$ cat src/hw/rtl/ssw_pkg.sv
// Shared types and constants for the subset-sum way counter.
// Holds the request and result payload structs and the controller/datapath links.
// No dependencies.
package ssw_pkg;

	localparam int MAX_SUM_DEF     = 255;
	localparam int COUNT_WIDTH_DEF = 32;

	localparam int VALUE_W  = 16;
	localparam int TARGET_W = 8;
	localparam int OUT_W    = 32;
	localparam int PADDR_W  = 3;
	localparam int PDATA_W  = 32;
	localparam int REG_IDX_W = PADDR_W - 2;

	// register index of target_sum
	localparam logic [REG_IDX_W-1:0] REG_TARGET = REG_IDX_W'(0);

	typedef struct packed {
		logic [VALUE_W-1:0] item_value;
		logic               last_item;
	} item_t;

	typedef struct packed {
		logic [OUT_W-1:0] way_count;
		logic             count_saturated;
	} result_t;

	// controller to datapath
	typedef struct packed {
		logic load;     // latch item value and target, start index at target
		logic upd_rd;   // read j and j-v, step index down
		logic res_rd;   // read entry at target
		logic res_cap;  // load result register, rewind index, drop sticky flag
		logic clr_wr;   // write reset value at index, step down
	} cmd_t;

	// datapath to controller
	typedef struct packed {
		logic skip;      // offered item exceeds the target
		logic upd_last;  // index has reached the item value
		logic clr_last;  // index has reached entry zero
		logic out_free;  // result register can take a new value
	} sts_t;

endpackage

$ cat src/hw/rtl/ssw_ctrl.sv
// Sequencing controller: accepts requests, walks the table update, fetches
// the result and runs the clearing sweep. Depends on ssw_pkg.
module ssw_ctrl
	import ssw_pkg::*;
(
	input  logic clk,
	input  logic arst_n,
	input  logic item_valid,
	input  logic item_last,
	output logic item_stall,
	input  sts_t sts,
	output cmd_t cmd
);

	typedef enum logic [2:0] {
		ST_IDLE,
		ST_UPD,
		ST_DRAIN,
		ST_RES_RD,
		ST_RES_CAP,
		ST_CLR
	} state_t;

	state_t state_q;
	logic   last_q;

	assign item_stall = (state_q != ST_IDLE);

	always_comb begin
		cmd = '0;
		case (state_q)
			ST_IDLE:    cmd.load    = item_valid;
			ST_UPD:     cmd.upd_rd  = 1'b1;
			ST_RES_RD:  cmd.res_rd  = 1'b1;
			ST_RES_CAP: cmd.res_cap = sts.out_free;
			ST_CLR:     cmd.clr_wr  = 1'b1;
			default:    cmd = '0;
		endcase
	end

	// memory holds garbage after reset, so start in the clearing sweep
	always_ff @(posedge clk or negedge arst_n) begin
		if (!arst_n) begin
			state_q <= ST_CLR;
			last_q  <= 1'b0;
		end else begin
			case (state_q)
				ST_IDLE: begin
					if (item_valid) begin
						last_q <= item_last;
						if (!sts.skip) begin
							state_q <= ST_UPD;
						end else if (item_last) begin
							state_q <= ST_RES_RD;
						end
					end
				end
				ST_UPD: begin
					if (sts.upd_last) begin
						state_q <= last_q ? ST_DRAIN : ST_IDLE;
					end
				end
				// let the final write land before reading the target entry
				ST_DRAIN:   state_q <= ST_RES_RD;
				ST_RES_RD:  state_q <= ST_RES_CAP;
				ST_RES_CAP: begin
					if (sts.out_free) begin
						state_q <= ST_CLR;
					end
				end
				ST_CLR: begin
					if (sts.clr_last) begin
						state_q <= ST_IDLE;
					end
				end
				default: state_q <= ST_IDLE;
			endcase
		end
	end

endmodule

$ cat config.mk
export PLATFORM = sky130hd
export DESIGN_NAME = ssw_ctrl
export DESIGN_NICKNAME = d
export VERILOG_FILES = /design/src/hw/rtl/ssw_pkg.sv /design/src/hw/rtl/ssw_ctrl.sv
export SDC_FILE = /design/constraint.sdc
export NUM_CORES = 1
export LEC_CHECK = 0
export BUFFER_PORTS_ARGS = -buffer_cell sky130_fd_sc_hd__buf_2
export CAP_MARGIN = 0
export CORE_AREA = 2 2 39 41
export CTS_BUF_LIST = sky130_fd_sc_hd__clkbuf_2
export CTS_CLUSTER_DIAMETER = 150
export DETAILED_ROUTE_END_ITERATION = 8
export DIE_AREA = 0 0 41 43
export PLACE_DENSITY = 0.47
export SYNTH_ARGS = -nofsm -noshare
export SYNTH_HDL_FRONTEND = slang
export SYNTH_SLANG_ARGS = --single-unit
$ cat constraint.sdc
create_clock -name clk -period 1.41 [get_ports clk]
set_clock_uncertainty 0.2 [all_clocks]
set_input_delay 0.282 -clock clk [delete_from_list [all_inputs] [get_ports clk]]
set_output_delay 0.282 -clock clk [all_outputs]
set_load 0.02 [all_outputs]
==> impl_metrics.ini <==
[critical_path]
worstPathRequired_ns = 0.93
cp.arrival_ns = 1.23
reg2reg_depth = 4
cp.buffers_inverters = 1
crit_chain = or3_4 > nor2_4 > buf_6
rr_endpoint = last_q
critPathTopFamily = simple AND/OR/NAND/NOR gates
cp_max_fo = 7
cp.depth = 3
end_kind = primary output
cpMaxStageDelayCell = dfstp_2
worstReg2RegStart = state_q[0]
path_class = register to primary output
r2r_slack_ns = -0.19
critPathLaunchType = register
slowest_delay_ns = 0.40

[floorplanning]
pin_count = 14
start_util = 0.198
die_h_um = 43
die_w_um = 41
die-area_mm2 = 0.00176
fp.coreArea_mm2 = 0.00138
rows = 14

[global_route]
use_met1 = 0.124
grt_pass1_wl_um = 1200
grt.busiest_layer = met2
first_global_vias = 285
grt_overflow = 0
antenna_found_initial = 0
grt_max_degree = 8
grt_usage = 0.105
use_met2 = 0.147
met3_usage = 0.0838

[worst_hold_path]
holdPathStages = 2
worstHoldStart = item_last
holdPathEnd = last_q
worstHoldPathType = input pin to register

[synth]
syn_inst = 26
synth_largest_type_area_fraction = 0.192
syn_area_um2 = 274
synth_top_cell_by_area = dfstp_2
synth_compound_area_frac = 0.137
yosys.cell_count.top_type = a21oi_1
synth_commonest_cells = a21oi_1, dfrtp_1, dfstp_2, inv_1
synth.area.top_cells = dfstp_2, dfrtp_1, a21oi_1, and4bb_2, nor3b_2
synth_top_family_by_area = simple AND/OR/NAND/NOR gates
synth.net_count = 34
avgSynthCellArea_um2 = 10.5
yosys.area_share.simple = 0.342
synth_fa_ha_area_frac = 0
synth-async-reset-ratio = 1.00
ys.flop_type = dfstp_2
synth_seq_cells = 4
seq_area_frac_synth = 0.374
synthMuxAreaShare = 0.0776
yosysWarnings = 0
synth-xor-area-share = 0
synth_edf_count = 0
synthDistinctLibCells = 21

[routing]
ant_nets = 0
drcViolationCount = 0
first_pass_iters = 4
num_vias = 290
via_per_inst = 4.33
wl_um = 770
wl_per_cell_um = 11.5
drtIter0Drc = 2

[outcome]
violations = setup timing
status = finished, violations left

[pwr]
p_leak_nw = 0.239
p_sw_mw = 0.383
p_clk_frac = 0.107
p_int_mw = 0.625
power_density_mw_per_mm2 = 1990
ir_drop_mv = 0.725
pwr-share-seq = 0.241
combPwrFrac = 0.652
switching_share = 0.380

[timing]
max-slew-margin-rel = 0.853
min_period_ns = 1.71
fmax_mhz = 586
slew_viol_final = 0
tightest_slew_ns = 0.219
hold_viol = 0
fin_ws_ns = -0.298
setup_viol = 8
rsz0062_at_grt = true
min_period_over_period = 1.21

[final_layout]
seq_area_um2 = 103
nNetsFinal = 61
layout-drive-gt1-share = 0.706
multi_input_area_um2 = 173
diodes = 0
area_delta_synth_final_pct = 84.5
final_util = 0.365
fillers = 154

[clock_network]
root_buffer = clkbuf_2
cts_max_level = 1
cts_tree = built
cts_sinks = 4
cts_buffers = 3
insertion_delay_ns = 0.21
clk_pin_slew_ns = 0.05
clockBufferDepth = 2

[placed_design]
io_buffers = 13
place_congestion = 0.658
place_ws_ns = -0.117

[run]
maxCapViolCount = 0
[cell type report]
class | instances | share of cell area
repair buffers | 23 | 0.366
flip-flops and latches | 4 | 0.203
inverters | 2 | 0.0198
clock buffers | 3 | 0.0297
well taps | 16 | 0.0396
multi-input cells | 19 | 0.342
[kinds of logic (layout without fill, tap and decap cells)]
logic type,count (synthesis),after routing
mux,2,2
simple gates,11,11
flops,4,4
compound gates,6,6
buf+inv,3,28
[registers in the layout, indices dropped and copies added (netlist names)]
| name | count |
|---|---|
| last_q | 1 |
| state_q | 3 |
[per-layer routing]
layer	wire length, µm	share of wire	up-vias
met5	0	0	-
met4	0	0	0
met3	60	0.078	0
li1	-	-	144
met2	399	0.52	11
met1	310	0.40	135
[placed cells by master (no fill, tap or decap), types with 2 or more instances in the layout]
master and instances:
buf_2 8, buf_6 8, buf_4 6, a21oi_1 3, clkbuf_2 3, dfrtp_1 2, dfstp_2 2
[worst max-delay path by stage]
stage                        end  slack [ns]        from
after floorplan           last_q       -0.26  state_q[2]
after global placement    cmd[4]       -0.11  state_q[0]
after detailed placement  cmd[4]       -0.12  state_q[0]
after CTS                 cmd[4]       -0.33  state_q[1]
after global routing      cmd[4]       -0.36  state_q[1]
final                     cmd[4]       -0.30  state_q[0]
[power by group through the flow]
stage / Clock, mW / Combinational [mW] / Sequential, mW
2_1_floorplan: 0 / 0.305 / 0.222
3_3_place_gp: 0 / 0.425 / 0.246
3_5_place_dp: 0 / 0.425 / 0.243
4_1_cts: 0.114 / 0.557 / 0.241
5_1_grt: 0.125 / 0.702 / 0.249
6_report: 0.108 / 0.657 / 0.242
[worst reg2reg max path, stage by stage (launching register included)]
cell,delay [ns]
dfstp_2,0.40
or3_4,0.39
nor2_4,0.10
buf_4,0.12
mux2_4,0.28
[metrics by stage]
stage | cell area, µm² | setup TNS, ns | power [mW] | instances | hold slack [ns]
2_1_floorplan | 274 | -0.523 | 0.527 | 26 | -0.214
4_1_cts | 460 | -1.82 | 0.912 | 64 | 0.108
3_3_place_gp | 370 | -0.395 | 0.671 | 57 | -0.107
6_report | 505 | -1.75 | 1.01 | 67 | 0.130
3_5_place_dp | 370 | -0.373 | 0.668 | 57 | -0.107
5_1_grt | 505 | -2.23 | 1.08 | 67 | 0.126
[what timing repair did]
item,CTS,global route
hold buffers,1,0
setup endpoints to repair,8,9
hold endpoints to repair,4,0
pin swaps,5,3
gates resized for setup,13,6
setup buffers,3,4
Note: power is estimated with default switching activity, not from simulation.
