$ cat src/hw/rtl/ssw_pkg.sv
// Shared types and constants for the subset-sum way counter.
// Holds the request and result payload structs and the controller/datapath links.
// No dependencies.
package ssw_pkg;

	localparam int MAX_SUM_DEF     = 255;
	localparam int COUNT_WIDTH_DEF = 32;

	localparam int VALUE_W  = 16;
	localparam int TARGET_W = 8;
	localparam int OUT_W    = 32;
	localparam int PADDR_W  = 3;
	localparam int PDATA_W  = 32;
	localparam int REG_IDX_W = PADDR_W - 2;

	// register index of target_sum
	localparam logic [REG_IDX_W-1:0] REG_TARGET = REG_IDX_W'(0);

	typedef struct packed {
		logic [VALUE_W-1:0] item_value;
		logic               last_item;
	} item_t;

	typedef struct packed {
		logic [OUT_W-1:0] way_count;
		logic             count_saturated;
	} result_t;

	// controller to datapath
	typedef struct packed {
		logic load;     // latch item value and target, start index at target
		logic upd_rd;   // read j and j-v, step index down
		logic res_rd;   // read entry at target
		logic res_cap;  // load result register, rewind index, drop sticky flag
		logic clr_wr;   // write reset value at index, step down
	} cmd_t;

	// datapath to controller
	typedef struct packed {
		logic skip;      // offered item exceeds the target
		logic upd_last;  // index has reached the item value
		logic clr_last;  // index has reached entry zero
		logic out_free;  // result register can take a new value
	} sts_t;

endpackage

$ cat src/hw/rtl/ssw_cfg.sv
// Configuration register file: APB-style write and read of target_sum.
// Depends on ssw_pkg.
module ssw_cfg
	import ssw_pkg::*;
(
	input  logic               clk,
	input  logic               arst_n,
	input  logic               psel,
	input  logic               penable,
	input  logic               pwrite,
	input  logic [PADDR_W-1:0] paddr,
	input  logic [PDATA_W-1:0] pwdata,
	output logic [PDATA_W-1:0] prdata,
	output logic               pready,
	output logic [TARGET_W-1:0] target
);

	logic [TARGET_W-1:0] target_q;
	logic                hit;

	assign hit    = (paddr[PADDR_W-1:2] == REG_TARGET);
	assign pready = 1'b1;
	assign prdata = hit ? PDATA_W'(target_q) : '0;
	assign target = target_q;

	always_ff @(posedge clk or negedge arst_n) begin
		if (!arst_n) begin
			target_q <= '0;
		end else if (psel && penable && pwrite && pready && hit) begin
			target_q <= pwdata[TARGET_W-1:0];
		end
	end

endmodule

$ cat config.mk
export PLATFORM = sky130hd
export DESIGN_NAME = ssw_cfg
export DESIGN_NICKNAME = d
export VERILOG_FILES = /design/src/hw/rtl/ssw_pkg.sv /design/src/hw/rtl/ssw_cfg.sv
export SDC_FILE = /design/constraint.sdc
export NUM_CORES = 1
export LEC_CHECK = 0
export BUFFER_PORTS_ARGS = -buffer_cell sky130_fd_sc_hd__buf_2
export CORE_UTILIZATION = 25
export DETAILED_ROUTE_END_ITERATION = 16
export PLACE_DENSITY = 0.68
export REMOVE_ABC_BUFFERS = 1
export SLEW_MARGIN = 15
export SYNTH_ARGS = -nofsm -noshare
export SYNTH_HDL_FRONTEND = slang
export SYNTH_SLANG_ARGS = --single-unit
$ cat constraint.sdc
create_clock -name clk -period 1.31 [get_ports clk]
set_input_delay 0.0655 -clock clk [delete_from_list [all_inputs] [get_ports clk]]
set_output_delay 0.0655 -clock clk [all_outputs]
set_load 0.1 [all_outputs]
==> results of run 1 <==
[where the power goes]
group | leakage [uW] | total, uW | switching (uW) | internal [uW]
logic | 0.000301 | 1180 | 1040 | 140
registers | 0.0000960 | 338 | 35.5 | 303
clock network | 0.0000138 | 179 | 75.0 | 104
total | 0.000411 | 1690 | 1150 | 547
[metrics by stage]
step / util (%) / power, uW / area [um^2] / setup TNS, ps / hold slack (ps)
3_5_place_dp: 30.04 / 1520 / 658.1 / 0 / -82.66
4_1_cts: 31.52 / 1712 / 690.7 / 0 / 38.43
5_1_grt: 31.52 / 1747 / 690.7 / 0 / 38.97
3_3_place_gp: 30.04 / 1509 / 658.1 / 0 / -82.36
6_report: 31.52 / 1694 / 690.7 / 0 / 52.36
2_1_floorplan: - / 1385 / 478.0 / -2125 / -230.1
[how the worst max path moves through the flow]
stage / startpoint / endpoint / slack [ps] / depth (start not counted)
finish: target[5] / prdata[5] / 70 / 2
global route: target[1] / prdata[1] / 30 / 2
CTS: target[5] / prdata[5] / 60 / 2
detailed placement: target[5] / prdata[5] / 330 / 2
global placement: target[1] / prdata[1] / 360 / 2
floorplan: target[0] / prdata[0] / -270 / 1
[synthesized netlist by cell type, drive strengths merged]
cell,instances
buf,25
and2b,8
dfrtp,8
mux2,8
conb,2
nand4b,1
[placed cells by master, fill, tap and decap left out]
cell           count
dlygate4sd3_1      1
buf_2             29
conb_1            25
dfrtp_1            8
nand4b_4           1
and2b_2            8
clkbuf_4           3
mux2_2             8
[routing by layer]
layer / share of wire, % / vias up
li1: - / 180
met4: 0 / 0
met1: 31 / 178
met5: 0 / -
met2: 55 / 37
met3: 13 / 0
[critical path: cells and delay by family, from the launching register on]
family                 cells  cell delay [ps]
buffers and inverters      1              410
and+or+nand+nor            1              150
DFF                        1              360
[cell type report]
class | count | area, um^2
fill | 242 | 1500
multi-input combinational | 42 | 277.8
sequential | 8 | 200.2
timing repair buffer | 30 | 155.1
tap | 28 | 35.03
clock buffer | 3 | 22.52
[kinds of logic after synthesis]
kind of cell | Yosys count | synth area share, %
other | 2 | 1.296
buffers and inverters | 25 | 32.40
DFF | 8 | 34.56
and+or+nand+nor | 9 | 16.20
muxes | 8 | 15.55
==> results.json, run 1 <==
{
  "status": "finished, final reports clean",
  "htreeDepth": 1,
  "diodes": 0,
  "rows": 17,
  "clockBufferDepth": 2,
  "first_pass_iters": 2,
  "critPathMaxStageDelay_ps": 410,
  "placed_cells": 107,
  "cts_tree": "yes",
  "hold_path_end": "target[6]",
  "max_freq_mhz": 809.2,
  "initial_utilization_pct": 26.44,
  "wl_um": 942,
  "cts_buffers": 3,
  "final_cells": 111,
  "synthTopCellsByArea": "dfrtp_1 35%, buf_4 32%, mux2_2 16%",
  "reg2reg_to": "target[5]",
  "yosysSeqAreaShare_pct": 34.56,
  "die_w_um": 50.14,
  "hold_class": "input port to register",
  "ir_worst_vdd_mv": 0.9300,
  "rrSetupSlack_ps": 540,
  "finalHoldViolations": 0,
  "gr-total-overflow": 0,
  "ys_types": 6,
  "max_cap_violations": 0,
  "drc": 0,
  "period_needed_ps": 1236,
  "syn2layout_area_growth_pct": 19.22,
  "arrival_ps": 1170,
  "grtUsageMet3_pct": 3.030,
  "grt_max_degree": 10,
  "cp.required_ps": 1240,
  "portBuffers": 29,
  "largest_reg_flops": 8,
  "slowest_stage": "buf_2",
  "p_leak_uw": 0.0004107,
  "layout.nets": 125,
  "setup_viol": 0,
  "holdPathStages": 2,
  "synth_area_um2": 579.3,
  "num_io_pins": 81,
  "r2r-start": "target[5]",
  "vias": 395,
  "yosysTopAreaCell": "dfrtp_1",
  "grt_first_pass_wirelength_mm": 1.276,
  "antenna_left": 0,
  "grt_pass1_vias": 306,
  "use_met2_pct": 14.22,
  "cellPowerDensity_mw_per_mm2": 2452,
  "dp_slack_ps": 334.7,
  "drive_above_1_share_pct": 59.04,
  "cp_cell_sequence": "and2b_2 > buf_2",
  "yosysWarnings": 0,
  "syn_area_per_cell_um2": 11.14,
  "busiest_layer": "met2",
  "crit_fanout": 3,
  "path_class": "register to primary output",
  "detail_route.vias_per_cell": 3.559,
  "die_h_um": 50.14,
  "cts.repair.resized": 0,
  "syn_inst": 52,
  "synth_top_area_share_pct": 34.56,
  "cts_root_buf": "clkbuf_4",
  "layout_worst_path_cycle_share_pct": 94.33,
  "gr-usage-met1_pct": 6.168,
  "worst_clock_skew_ps": 0,
  "antenna_found_initial": 0,
  "hold_start": "pwdata[6]",
  "grt_use_total_pct": 7.594,
  "dieArea_mm2": 0.002514,
  "critPathCaptureType": "primary output",
  "slew_viol_final": 0,
  "clk_pin_slew_ps": 50,
  "avgRoutedWirePerCell_um": 8.486,
  "clkLatencyLatePin_ps": 240,
  "core_mm2": 0.002191,
  "setup_ws_ps": 74.27,
  "ys_seq_elements": 8,
  "drt-initial-drc-count": 1,
  "post_cts_buffers": 0,
  "rsz0062_at_grt": "false",
  "cp-start-kind": "register",
  "rr_worst_depth": 1,
  "dp_hpwl_um": 763.8,
  "routabilityCongestion": 0.6194,
  "cts.sinks": 8,
  "cts_hold_buf": 1
}
Power figures use the tool's default switching activity.
==> run 2, diff against run 1 <==
==> constraint.sdc (replaced) <==
create_clock -name clk -period 1.31 [get_ports clk]
set_input_delay 0.131 -clock clk [delete_from_list [all_inputs] [get_ports clk]]
set_output_delay 0.131 -clock clk [all_outputs]
set_load 0.1 [all_outputs]
==> run 2 against run 1 <==
Effect of this change: cell count is the same; via count shrank 1.3%; combinational power grew 10%; count of clock-buffer cells in the layout is the same; hold slack gained 55 ps; worst setup slack gained 59 ps; sequential power is essentially flat; non-clock buffer count is the same; core utilization grew 5.5 points; critical endpoint is now target[5]; clock power grew 4%.
==> results.json, run 2 (synthesis gave the netlist of run 1 again) <==
{
  "clk_pin_slew_ps": 60,
  "dp_hpwl_um": 812.8,
  "critPathCaptureType": "primary output",
  "clkLatencyLatePin_ps": 250,
  "worst_clock_skew_ps": 0,
  "cts.repair.resized": 0,
  "avgRoutedWirePerCell_um": 8.721,
  "multi_input_area_um2": 277.8,
  "detail_route.vias_per_cell": 3.514,
  "period_needed_ps": 1177,
  "vias": 390,
  "clockBufferDepth": 2,
  "die_w_um": 50.14,
  "cp-start-kind": "register",
  "initial_utilization_pct": 26.44,
  "p_leak_uw": 0.0004411,
  "mostFrequentLayoutCells": "25 x conb_1, 21 x buf_2",
  "wl_um": 968,
  "antenna_found_initial": 0,
  "drc": 0,
  "p_clk_share_pct": 10.2,
  "arrival_ps": 1050,
  "regArea_um2": 200.2,
  "core_mm2": 0.002191,
  "place_area_um2": 778.2,
  "setup_viol": 0,
  "status": "finished, final reports clean",
  "crit_fanout": 3,
  "finalHoldViolations": 0,
  "max_freq_mhz": 849.9,
  "worst_path_dominant_cell_family": "buffers and inverters",
  "syn2layout_area_growth_pct": 39.96,
  "antenna_left": 0,
  "diodes": 0,
  "drt-initial-drc-count": 0,
  "holdWs_ps": 107.5,
  "gr-total-overflow": 0,
  "cts_root_buf": "clkbuf_4",
  "cts_hold_buf": 1,
  "p_sw_share_pct": 64.26,
  "power_uw": 1827,
  "rows": 17,
  "nFillCells": 225,
  "htreeDepth": 1,
  "portBuffers": 29,
  "layout.nets": 125,
  "layout_worst_path_cycle_share_pct": 89.82,
  "slowest_stage": "buf_2",
  "die_h_um": 50.14,
  "max_cap_violations": 0,
  "cellPowerDensity_mw_per_mm2": 2254,
  "slew_viol_final": 0,
  "drive_above_1_share_pct": 59.04,
  "p_comb_share_pct": 71.3,
  "hold_class": "input port to register",
  "cp.required_ps": 1180,
  "grt_pass1_vias": 326,
  "p_int_uw": 653.0,
  "largest_reg_flops": 8,
  "post_cts_buffers": 0,
  "grt_use_total_pct": 8.163,
  "first_pass_iters": 1,
  "cts.sinks": 8,
  "ir_worst_vdd_mv": 0.9027,
  "cts_buffers": 3,
  "cts_tree": "yes",
  "grt_max_degree": 10,
  "cp_cell_sequence": "buf_2",
  "routabilityCongestion": 0.6191,
  "worst-path-buf-inv": 1,
  "critPathMaxStageDelay_ps": 430,
  "fin_area_um2": 810.8,
  "rsz0062_at_grt": "false",
  "path_class": "register to primary output",
  "dieArea_mm2": 0.002514,
  "num_io_pins": 81,
  "grt_first_pass_wirelength_mm": 1.414,
  "final_common_cell": "conb_1",
  "power.switching_uw": 1174,
  "p_seq_share_pct": 18.4
}
[run 2: power by group through the flow]
stage	combinational, uW	sequential (uW)	clock, uW
2_1_floorplan	645	740	0
3_3_place_gp	1300	338	0
3_5_place_dp	1310	343	0
4_1_cts	1310	339	197
5_1_grt	1330	348	208
6_report	1300	337	187
[run 2: layer usage]
metal	share of wire, %	global-route usage, %	routed length (um)
met1	31	7.463	300
met2	55	14.44	534
met3	14	3.333	134
met4	0	5.714	0
met5	0	0	0
[run 2: worst paths after layout]
path / slack [ps] / cells past startpoint / endpoint / start
setup / recovery: 130 / 1 / target[5] / target[5]
min in group asynchronous: 250 / 2 / target[6] / arst_n
hold / removal: 110 / 2 / target[0] / pwdata[0]
setup reg to reg: 530 / 1 / target[5] / target[5]
hold reg to reg: 510 / 1 / target[0] / target[0]
max in group asynchronous: 890 / 2 / target[2] / arst_n
[run 2: stage by stage]
| stage | util, % | instances | setup slack, ps | TNS, ps |
|---|---|---|---|---|
| global placement | 35.52 | 107 | 308.0 | 0 |
| detailed placement | 35.52 | 107 | 293.5 | 0 |
| global route | 37.01 | 111 | 82.56 | 0 |
| CTS | 37.01 | 111 | 112.1 | 0 |
| floorplan | - | 50 | -331.1 | -2649 |
| finish | 37.01 | 111 | 133.3 | 0 |
[run 2: final cells by class]
type                            count  area share [%]
Clock buffer                        3           2.778
Multi-Input combinational cell     42           34.26
Sequential cell                     8           24.69
Tap cell                           28           4.321
Timing Repair Buffer               30           33.95
